$ cat config.mk
export PLATFORM = sky130hd
export DESIGN_NAME = cable_rest_length_slew_limiter_unit
export DESIGN_NICKNAME = d
export VERILOG_FILES = /design/src/hdl/crlsl_pkg.sv /design/src/hdl/cable_rest_length_slew_limiter_unit.sv
export SDC_FILE = /design/constraint.sdc
export NUM_CORES = 2
export LEC_CHECK = 0
export BUFFER_PORTS_ARGS = -buffer_cell sky130_fd_sc_hd__buf_4
export CORE_MARGIN = 10
export CORE_UTILIZATION = 53
export DETAILED_ROUTE_END_ITERATION = 8
export HOLD_SLACK_MARGIN = 0.03
export PLACE_DENSITY = 0.72
export SYNTH_ARGS = -nofsm -noshare
export SYNTH_HDL_FRONTEND = slang
export SYNTH_SLANG_ARGS = --single-unit
$ cat constraint.sdc
create_clock -name clk -period 15 [get_ports clk]
set_clock_uncertainty 0.2 [all_clocks]
set_input_delay 2.25 -clock clk [delete_from_list [all_inputs] [get_ports clk]]
set_output_delay 2.25 -clock clk [all_outputs]
set_load 0.01 [all_outputs]
$ cat src/hdl/crlsl_pkg.sv
// Package with the widths, payload types and register codes of the slew limiter.
`default_nettype none
package crlsl_pkg;

  localparam int LENGTH_WIDTH = 32;
  localparam int DT_FRAC_BITS = 24;
  localparam int FRAC_BITS    = 16;
  localparam int ULEN_W       = LENGTH_WIDTH - 1;
  localparam int Q_W          = ULEN_W + FRAC_BITS;
  localparam int PROD_W       = 2 * ULEN_W;
  localparam int DIV_CNT_W    = $clog2(Q_W);
  localparam int CFG_IDX_W    = 3;

  localparam logic [ULEN_W-1:0] ONE_Q16 = ULEN_W'(65536);

  typedef enum logic [CFG_IDX_W-1:0] {
    CFG_TARGET_VELOCITY = 3'd0,
    CFG_MAX_TENSION     = 3'd1,
    CFG_STIFFNESS       = 3'd2,
    CFG_MIN_ACTUAL      = 3'd3,
    CFG_MIN_REST        = 3'd4,
    CFG_INIT_REST       = 3'd5
  } cfg_idx_t;

  typedef struct packed {
    logic signed [LENGTH_WIDTH-1:0] preferred_length;
    logic [ULEN_W-1:0]              actual_length;
    logic [DT_FRAC_BITS-1:0]        time_step;
  } in_item_t;

  typedef struct packed {
    logic [ULEN_W-1:0] rest_length;
    logic              tension_capped;
    logic              status;
  } out_item_t;

endpackage
`default_nettype wire

$ cat src/hdl/cable_rest_length_slew_limiter_unit.sv
// Top level of the cable rest length slew limiter with tension cap.
//
//   channel  | signals                          | direction
//   ---------+----------------------------------+----------
//   input    | in_valid, in_ready, in_data      | in
//   result   | out_valid, out_ready, out_data   | out
//   config   | cfg_we, cfg_index, cfg_data      | in
//
// One transaction at a time: an item passes the multiply, check, step-size and slew
// states to the done state before the next acceptance, a rejected negative wanted
// length goes straight to the done state, and when the tension cap fires the cap
// quotient comes from a restoring divider that resolves one bit per cycle over 47 bits.
// One shared 31x31 multiplier forms both the tension product and the step size.
// A finished result sits in the output register; the next item is accepted while
// it waits, and only the final write stalls until that register is free.
// Reset is synchronous and loads the configuration registers, the control state and the rest length at once.
`default_nettype none
module cable_rest_length_slew_limiter_unit (
  input  wire logic                           clk,
  input  wire logic                           rst_n,
  input  wire logic                           in_valid,
  output logic                                in_ready,
  input  wire crlsl_pkg::in_item_t            in_data,
  output logic                                out_valid,
  input  wire logic                           out_ready,
  output crlsl_pkg::out_item_t                out_data,
  input  wire logic                           cfg_we,
  input  wire logic [crlsl_pkg::CFG_IDX_W-1:0] cfg_index,
  input  wire logic [crlsl_pkg::ULEN_W-1:0]   cfg_data
);
  import crlsl_pkg::*;

  typedef enum logic [7:0] {
    ST_IDLE  = 8'b0000_0001,
    ST_MUL_A = 8'b0000_0010,
    ST_CHECK = 8'b0000_0100,
    ST_DIV   = 8'b0000_1000,
    ST_CAP   = 8'b0001_0000,
    ST_MUL_B = 8'b0010_0000,
    ST_SLEW  = 8'b0100_0000,
    ST_DONE  = 8'b1000_0000
  } state_t;

  state_t state_r;

  logic [ULEN_W-1:0] tv_r, mt_r, stiff_r, min_act_r, min_rest_r;
  logic [ULEN_W-1:0] cur_rest_r;

  logic [ULEN_W-1:0]       pref_r, act_r, stretch_r, rem_r, slew_r;
  logic [DT_FRAC_BITS-1:0] dt_r;
  logic [PROD_W-1:0]       prod_r;
  logic [Q_W-1:0]          quo_r;
  logic [DIV_CNT_W-1:0]    cnt_r;
  logic                    capped_r, rej_r;
  logic                    out_valid_r;
  out_item_t               out_data_r;

  logic [ULEN_W-1:0] in_pref_u;
  logic [ULEN_W-1:0] mul_a, mul_b;
  logic [PROD_W-1:0] mul_p;
  logic [Q_W-1:0]    limit;
  logic              over;
  logic [ULEN_W:0]   trial, divisor, trial_sub;
  logic              trial_ge;
  logic [ULEN_W-1:0] step, d_up, d_dn, slew_nxt, fin;
  logic              out_free;

  assign in_ready  = (state_r == ST_IDLE);
  assign out_valid = out_valid_r;
  assign out_data  = out_data_r;
  assign out_free  = !out_valid_r || out_ready;

  assign in_pref_u = in_data.preferred_length[ULEN_W-1:0];

  // The shared multiplier: tension product first, step size later.
  always_comb begin
    if (state_r == ST_MUL_B) begin
      mul_a = tv_r;
      mul_b = ULEN_W'(dt_r);
    end else begin
      mul_a = stretch_r;
      mul_b = stiff_r;
    end
  end
  assign mul_p = PROD_W'(mul_a) * PROD_W'(mul_b);

  assign limit = {mt_r, {FRAC_BITS{1'b0}}};
  // A nonzero product implies a real stretch and a nonzero stiffness.
  assign over  = prod_r > PROD_W'(limit);

  // One restoring division step per cycle.
  assign trial     = {rem_r, quo_r[Q_W-1]};
  assign divisor   = {1'b0, stiff_r};
  assign trial_ge  = trial >= divisor;
  assign trial_sub = trial - divisor;

  assign step = prod_r[ULEN_W+DT_FRAC_BITS-1:DT_FRAC_BITS];
  assign d_up = pref_r - cur_rest_r;
  assign d_dn = cur_rest_r - pref_r;

  always_comb begin
    if (pref_r > cur_rest_r) begin
      slew_nxt = cur_rest_r + ((d_up > step) ? step : d_up);
    end else if (pref_r < cur_rest_r && act_r > min_act_r) begin
      slew_nxt = cur_rest_r - ((d_dn > step) ? step : d_dn);
    end else begin
      slew_nxt = cur_rest_r;
    end
  end

  always_comb begin
    if (rej_r) begin
      fin = cur_rest_r;
    end else if (slew_r < min_rest_r) begin
      fin = min_rest_r;
    end else begin
      fin = slew_r;
    end
  end

  // Configuration registers. Writes to the initial rest length index drop, and
  // reset loads the rest length with the constant ONE_Q16 instead.
  always_ff @(posedge clk) begin
    if (!rst_n) begin
      tv_r       <= ONE_Q16;
      mt_r       <= '1;
      stiff_r    <= ONE_Q16;
      min_act_r  <= '0;
      min_rest_r <= '0;
    end else if (cfg_we) begin
      unique case (cfg_idx_t'(cfg_index))
        CFG_TARGET_VELOCITY: tv_r       <= cfg_data;
        CFG_MAX_TENSION:     mt_r       <= cfg_data;
        CFG_STIFFNESS:       stiff_r    <= cfg_data;
        CFG_MIN_ACTUAL:      min_act_r  <= cfg_data;
        CFG_MIN_REST:        min_rest_r <= cfg_data;
        CFG_INIT_REST:       ;
        default:             ;
      endcase
    end
  end

  // Sequencer and control state.
  always_ff @(posedge clk) begin
    if (!rst_n) begin
      state_r     <= ST_IDLE;
      out_valid_r <= 1'b0;
      cur_rest_r  <= ONE_Q16;
    end else begin
      if (state_r == ST_DONE && out_free) begin
        out_valid_r <= 1'b1;
      end else if (out_ready) begin
        out_valid_r <= 1'b0;
      end
      unique case (state_r)
        ST_IDLE: begin
          if (in_valid) begin
            state_r <= in_data.preferred_length[LENGTH_WIDTH-1] ? ST_DONE : ST_MUL_A;
          end
        end
        ST_MUL_A: state_r <= ST_CHECK;
        ST_CHECK: state_r <= over ? ST_DIV : ST_MUL_B;
        ST_DIV: begin
          if (cnt_r == DIV_CNT_W'(Q_W - 1)) begin
            state_r <= ST_CAP;
          end
        end
        ST_CAP:   state_r <= ST_MUL_B;
        ST_MUL_B: state_r <= ST_SLEW;
        ST_SLEW:  state_r <= ST_DONE;
        ST_DONE: begin
          if (out_free) begin
            cur_rest_r  <= fin;
            state_r     <= ST_IDLE;
          end
        end
        default: state_r <= ST_IDLE;
      endcase
    end
  end

  // Datapath registers.
  always_ff @(posedge clk) begin
    unique case (state_r)
      ST_IDLE: begin
        pref_r    <= in_pref_u;
        act_r     <= in_data.actual_length;
        dt_r      <= in_data.time_step;
        rej_r     <= in_data.preferred_length[LENGTH_WIDTH-1];
        capped_r  <= 1'b0;
        stretch_r <= (in_data.actual_length > in_pref_u) ?
                     in_data.actual_length - in_pref_u : '0;
      end
      ST_MUL_A: prod_r <= mul_p;
      ST_CHECK: begin
        rem_r <= '0;
        quo_r <= limit;
        cnt_r <= '0;
      end
      ST_DIV: begin
        rem_r <= trial_ge ? trial_sub[ULEN_W-1:0] : trial[ULEN_W-1:0];
        quo_r <= {quo_r[Q_W-2:0], trial_ge};
        cnt_r <= cnt_r + 1'b1;
      end
      ST_CAP: begin
        pref_r   <= (quo_r < Q_W'(act_r)) ? act_r - quo_r[ULEN_W-1:0] : '0;
        capped_r <= 1'b1;
      end
      ST_MUL_B: prod_r <= mul_p;
      ST_SLEW:  slew_r <= slew_nxt;
      ST_DONE: begin
        if (out_free) begin
          out_data_r.rest_length    <= fin;
          out_data_r.tension_capped <= capped_r;
          out_data_r.status         <= rej_r;
        end
      end
      default: ;
    endcase
  end

endmodule
`default_nettype wire

After elaboration in Yosys (flattened, before gate mapping):

Index checks and enable logic that the tools add are counted.

* add/sub/neg operators: 8
* bitwise operators: 0
* div/mod/pow operators: 0
* equal/unequal tests: 16
* shift-type cells: 0
* magnitude comparators: 10
* multiplexer cells: 23
* reductions and logical operators: 16
* $mul: 1

Operator list (count)
* $mux W31: 10
* $sub A31 B31 Y31: 6
* $gt A31 B31 Y1: 5
* $pmux W31 S2: 2
* $pmux W47 S2: 1
* $pmux W8 S8: 1
* $gt A62 B47 Y1: 1
* $lt A31 B31 Y1: 2
* $mul A31 B31 Y62: 1
* $lt A47 B31 Y1: 1
* $ge A32 B31 Y1: 1
* $mux W8: 4
* $add A31 B31 Y31: 1
* $pmux W6 S2: 1
* $reduce_and A2 Y1: 6
* $eq A8 B1 Y1 const B: 1
* $eq A8 B2 Y1 const B: 1
* $eq A8 B3 Y1 const B: 1
* $eq A8 B4 Y1 const B: 1
* $eq A8 B5 Y1 const B: 1
* $eq A8 B6 Y1 const B: 1
* $eq A8 B7 Y1 const B: 1
* $eq A8 B8 Y1 const B: 1
* $add A6 B1 Y6 const B: 1
* other kinds (15): 22

* memory bits (writable): 0
* input port bits: 126
* logic and storage cells: 96
* bits in latches: 0
* bits in read-only memories: 0
* memories: 0
* bits in registers: 524

Longest topological paths before layout:

* depth in word-level cells: 6
* depth in mapped cells: 36
* mapped depth without buffers: 35

Least setup slack after synthesis:

No wires, ideal clock.

* path type: register to register
* start: register state_r[2]
* end: register prod_r[61], data pin
* path buffers: 3
* stages on the path, launching flop included: 34
* arrival time: 8571 ps
* data required time: 14541 ps
* library setup time: 259 ps
* slack: 5969 ps
* cell sequence: dfxtp_1 > nor4_1 > nand4b_1 > clkbuf_1 > clkbuf_1 > mux2i_1 > clkbuf_1 > nor2_1 > fa_1 > inv_1 > fa_1 > inv_1 > fa_1 > inv_1 > fa_1 > inv_1 > fa_1 > fa_1 > fa_1 > inv_1 > fa_1 > inv_1 > ha_1 > a21oi_1 > nor2b_1 > a221o_1 > a21oi_1 > o21ai_0 > o21ai_0 > nand4_1 > a211o_1 > a221o_1 > a21oi_1 > xnor2_1

* cells in the longest elaborated chain, start to end: 3
* elaborated cells on any way between the ends: 4
* those cells by class: mul (1); eq/ne (1); mux (2)

Ends and longest elaborated chain
* start, declared: line cable_rest_length_slew_limiter_unit.sv:44 `state_t state_r;`
* start signal, assigned: line cable_rest_length_slew_limiter_unit.sv:158 `state_r <= in_data.preferred_length[LENGTH_WIDTH-1] ? ST_DONE : ST_MUL_A;`
* start signal, assigned: line cable_rest_length_slew_limiter_unit.sv:162 `ST_CHECK: state_r <= over ? ST_DIV : ST_MUL_B;`
* $eq A8 B6 Y1 (*): line cable_rest_length_slew_limiter_unit.sv:77 `if (state_r == ST_MUL_B) begin`
* $mux W31: line cable_rest_length_slew_limiter_unit.sv:77
* $mul A31 B31 Y62 (*): line cable_rest_length_slew_limiter_unit.sv:85 `assign mul_p = PROD_W'(mul_a) * PROD_W'(mul_b);`
* via mul_p[61]: line cable_rest_length_slew_limiter_unit.sv:60 `logic [PROD_W-1:0] mul_p;`
* end signal, assigned: line cable_rest_length_slew_limiter_unit.sv:194 `ST_MUL_A: prod_r <= mul_p;`
* end signal, assigned: line cable_rest_length_slew_limiter_unit.sv:209 `ST_MUL_B: prod_r <= mul_p;`
* end, declared: line cable_rest_length_slew_limiter_unit.sv:51 `logic [PROD_W-1:0] prod_r;`

The timed path passes the listed nets; every way through them passes the cells marked *.
A chain may end at the register's enable or synchronous reset.

Final worst setup path:

Ends and elaborated chain as after synthesis.

==> reports/metrics.yaml <==
status: "finished, final reports clean"
drt_iter0_drc: 5749
synth_edf_count: 329
critPathLaunchType: "flop"
cts_tree: "yes"
ys_ff_latch: 524
nets: 9001
worst_slew_pin_slew_ns: 1.14
htreeDepth: 3
p_clk_frac: 0.250
vias_per_cell: 6.07
period_minus_slack_ns: 10.61
wire_per_inst_um: 26.4
p_int_w: 0.00384
cp.required_ns: 15.22
pwr-share-comb: 0.471
grtUsageTotal: 0.335
die_x_um: 375
synthArstFlopShare: 0
holdBufCountCts: 0
initial_core_util: 0.532
rsz0062_at_grt: "no"
grt_pass1_wl_um: 354000
place_ws_ns: 4.62
cts.sinks: 524
synth-seq-area-share: 0.207
vias: 55100
end_kind: "flop"
slew_viol_final: 0
synth.avg_cell_area_um2: 9.02
synth_ff_type: "edfxtp_1"
cp.arrival_ns: 10.83
dr.pass1.iters: 6
swShare: 0.443
numCtsBuffers: 66
cts_setup_buffers: 0
synth.distinct_cells: 90
r2r_setup_slack_ns: 4.39
grt_max_degree: 159
power.density_nw_per_um2: 96.1
p_switching_w: 0.00305
grt_antenna_before_repair: 11
overflow: 0
synth_top_cell_area_share: 0.254
io_buffer_count: 160
maxCapViolCount: 0
setup_viol: 0
cp_max_fo: 158
max-slew-margin-rel: 0.238
antenna_left: 0
setup_tns_ns: 0
hold_path_class: "reg2reg"
setup_ws_ns: 4.39
hold_slack_ns: 0.267
grt_pass1_vias: 55600
fmax_mhz: 94.3
ys_warn_count: 0
core_um2: 125000
cts_max_path_buffers: 3
critPathKind: "reg2reg"
netlist_top_cells_count: "inv_1, nand2_1, fa_1"
gp_congestion: 1.01
die_area_um2: 140000
yosysTopAreaCell: "fa_1"
dp_hpwl_um: 190000
slowest_stage: "buf_4"
cpMostUsedCell: "fa_1"
drive_above_1_share: 0.0690
yosys.cell_count.top_type: "inv_1"
clkLatencyLatePin_ns: 0.68
register_area_um2: 13800
post-route-period-util: 0.707
max_stage_delay_ns: 0.72
area.growth.synth_to_final_pct: 7.74
seqPwrFrac: 0.279
ir_drop_mv: 0.0853
drc: 0
synth_nets: 9009
syn_area_um2: 66600
cts-root-buf: "clkbuf_16"
synth_area_leaders: "fa_1, edfxtp_1, ha_1, inv_1, dfxtp_1"
row_count: 130
cts_resized: 0
multi_input_area_um2: 47300
hold_viol: 0
die_y_um: 375
netlist_instances: 7385
finalWirelength_um: 239000
clkTransAtPathRegs_ns: 0.06
power.leakage_nw: 34.0
boundaryPins: 161
fill_cells: 11100
metal layers:
layer / track usage / routed length, um / vias to the layer above
met5: 0 / 31 / -
met4: 0.182 / 16000 / 4
met3: 0.0674 / 23100 / 627
met2: 0.529 / 107000 / 2953
met1: 0.432 / 93300 / 27400
li1: - / - / 24200
layout make-up:
| cell class | instances | area share |
|---|---|---|
| diodes | 3 | 0.000105 |
| clock buffers | 82 | 0.0251 |
| flip-flops and latches | 524 | 0.192 |
| clock inverters | 40 | 0.00708 |
| inverters | 1173 | 0.0614 |
| well taps | 1650 | 0.0288 |
| repair buffers | 249 | 0.0263 |
| multi-input cells | 5363 | 0.659 |
power by group through the flow:
stage          Sequential (W)  Combinational [W]  Clock (W)
2_1_floorplan         0.00178            0.00215          0
5_1_grt               0.00192            0.00351    0.00180
6_report              0.00193            0.00325    0.00172
3_3_place_gp          0.00194            0.00312          0
3_5_place_dp          0.00194            0.00315          0
4_1_cts               0.00191            0.00317    0.00175
worst max-delay path: cells and delay by family (launching register included):
family | cells | cell delay (ns)
flip-flops | 1 | 0.41
adder cells (fa/ha/maj) | 9 | 4.40
AND/OR/NAND/NOR | 4 | 0.67
XOR/XNOR | 1 | 0.08
buffers and inverters | 7 | 1.70
AO/OA/AOI/OAI | 8 | 2.18
multiplexers | 1 | 0.38
flip-flops by register name, indices dropped and copies added, names as in the netlist:
signal / count
prod_r: 62
quo_r: 47
out_data: 33
act_r: 31
cur_rest_r: 31
min_act_r: 31
min_rest_r: 31
mt_r: 31
pref_r: 31
rem_r: 31
slew_r: 31
stiff_r: 31
stretch_r: 31
tv_r: 31
dt_r: 24
state_r: 8
cnt_r: 6
capped_r: 1
out_valid: 1
rej_r: 1
logic make-up after synthesis:
kind of cell,after synthesis,share of synthesized area
XOR/XNOR,238,0.0313
adder cells (fa/ha/maj),1498,0.376
multiplexers,261,0.0408
flip-flops,524,0.207
buffers and inverters,1498,0.0849
AO/OA/AOI/OAI,1290,0.125
AND/OR/NAND/NOR,2076,0.135
metrics by stage:
step / area, um^2 / utilization / power [W] / cells
3_3_place_gp: 69500 / 0.555 / 0.00506 / 8958
4_1_cts: 71800 / 0.573 / 0.00683 / 9081
2_1_floorplan: 66600 / - / 0.00393 / 7385
5_1_grt: 71800 / 0.573 / 0.00722 / 9083
6_report: 71800 / 0.573 / 0.00690 / 9084
3_5_place_dp: 69500 / 0.555 / 0.00509 / 8959
cell usage in the layout (no fill, tap or decap), types with 55 or more instances in the layout:
cell type	count
nand4_1	64
mux2_2	83
and3_1	130
o21bai_1	55
nor3_1	55
ha_1	654
a21boi_0	128
nand2_1	926
dfxtp_1	195
nor2_1	640
a21oi_1	352
buf_4	247
clkbuf_16	68
a21o_1	188
edfxtp_1	329
inv_1	1170
nand3_1	59
xnor2_1	144
mux2i_1	162
fa_1	844
xor2_1	94
o21ai_0	237
path summary, 6_finish.rpt:
kind / cells past startpoint / endpoint / start
setup / recovery: 30 / prod_r[61] / state_r[2]
hold / removal: 2 / min_act_r[21] / min_act_r[21]
setup reg to reg: 30 / prod_r[61] / state_r[2]
hold reg to reg: 2 / min_act_r[21] / min_act_r[21]
(Power assumes the default switching activity.)
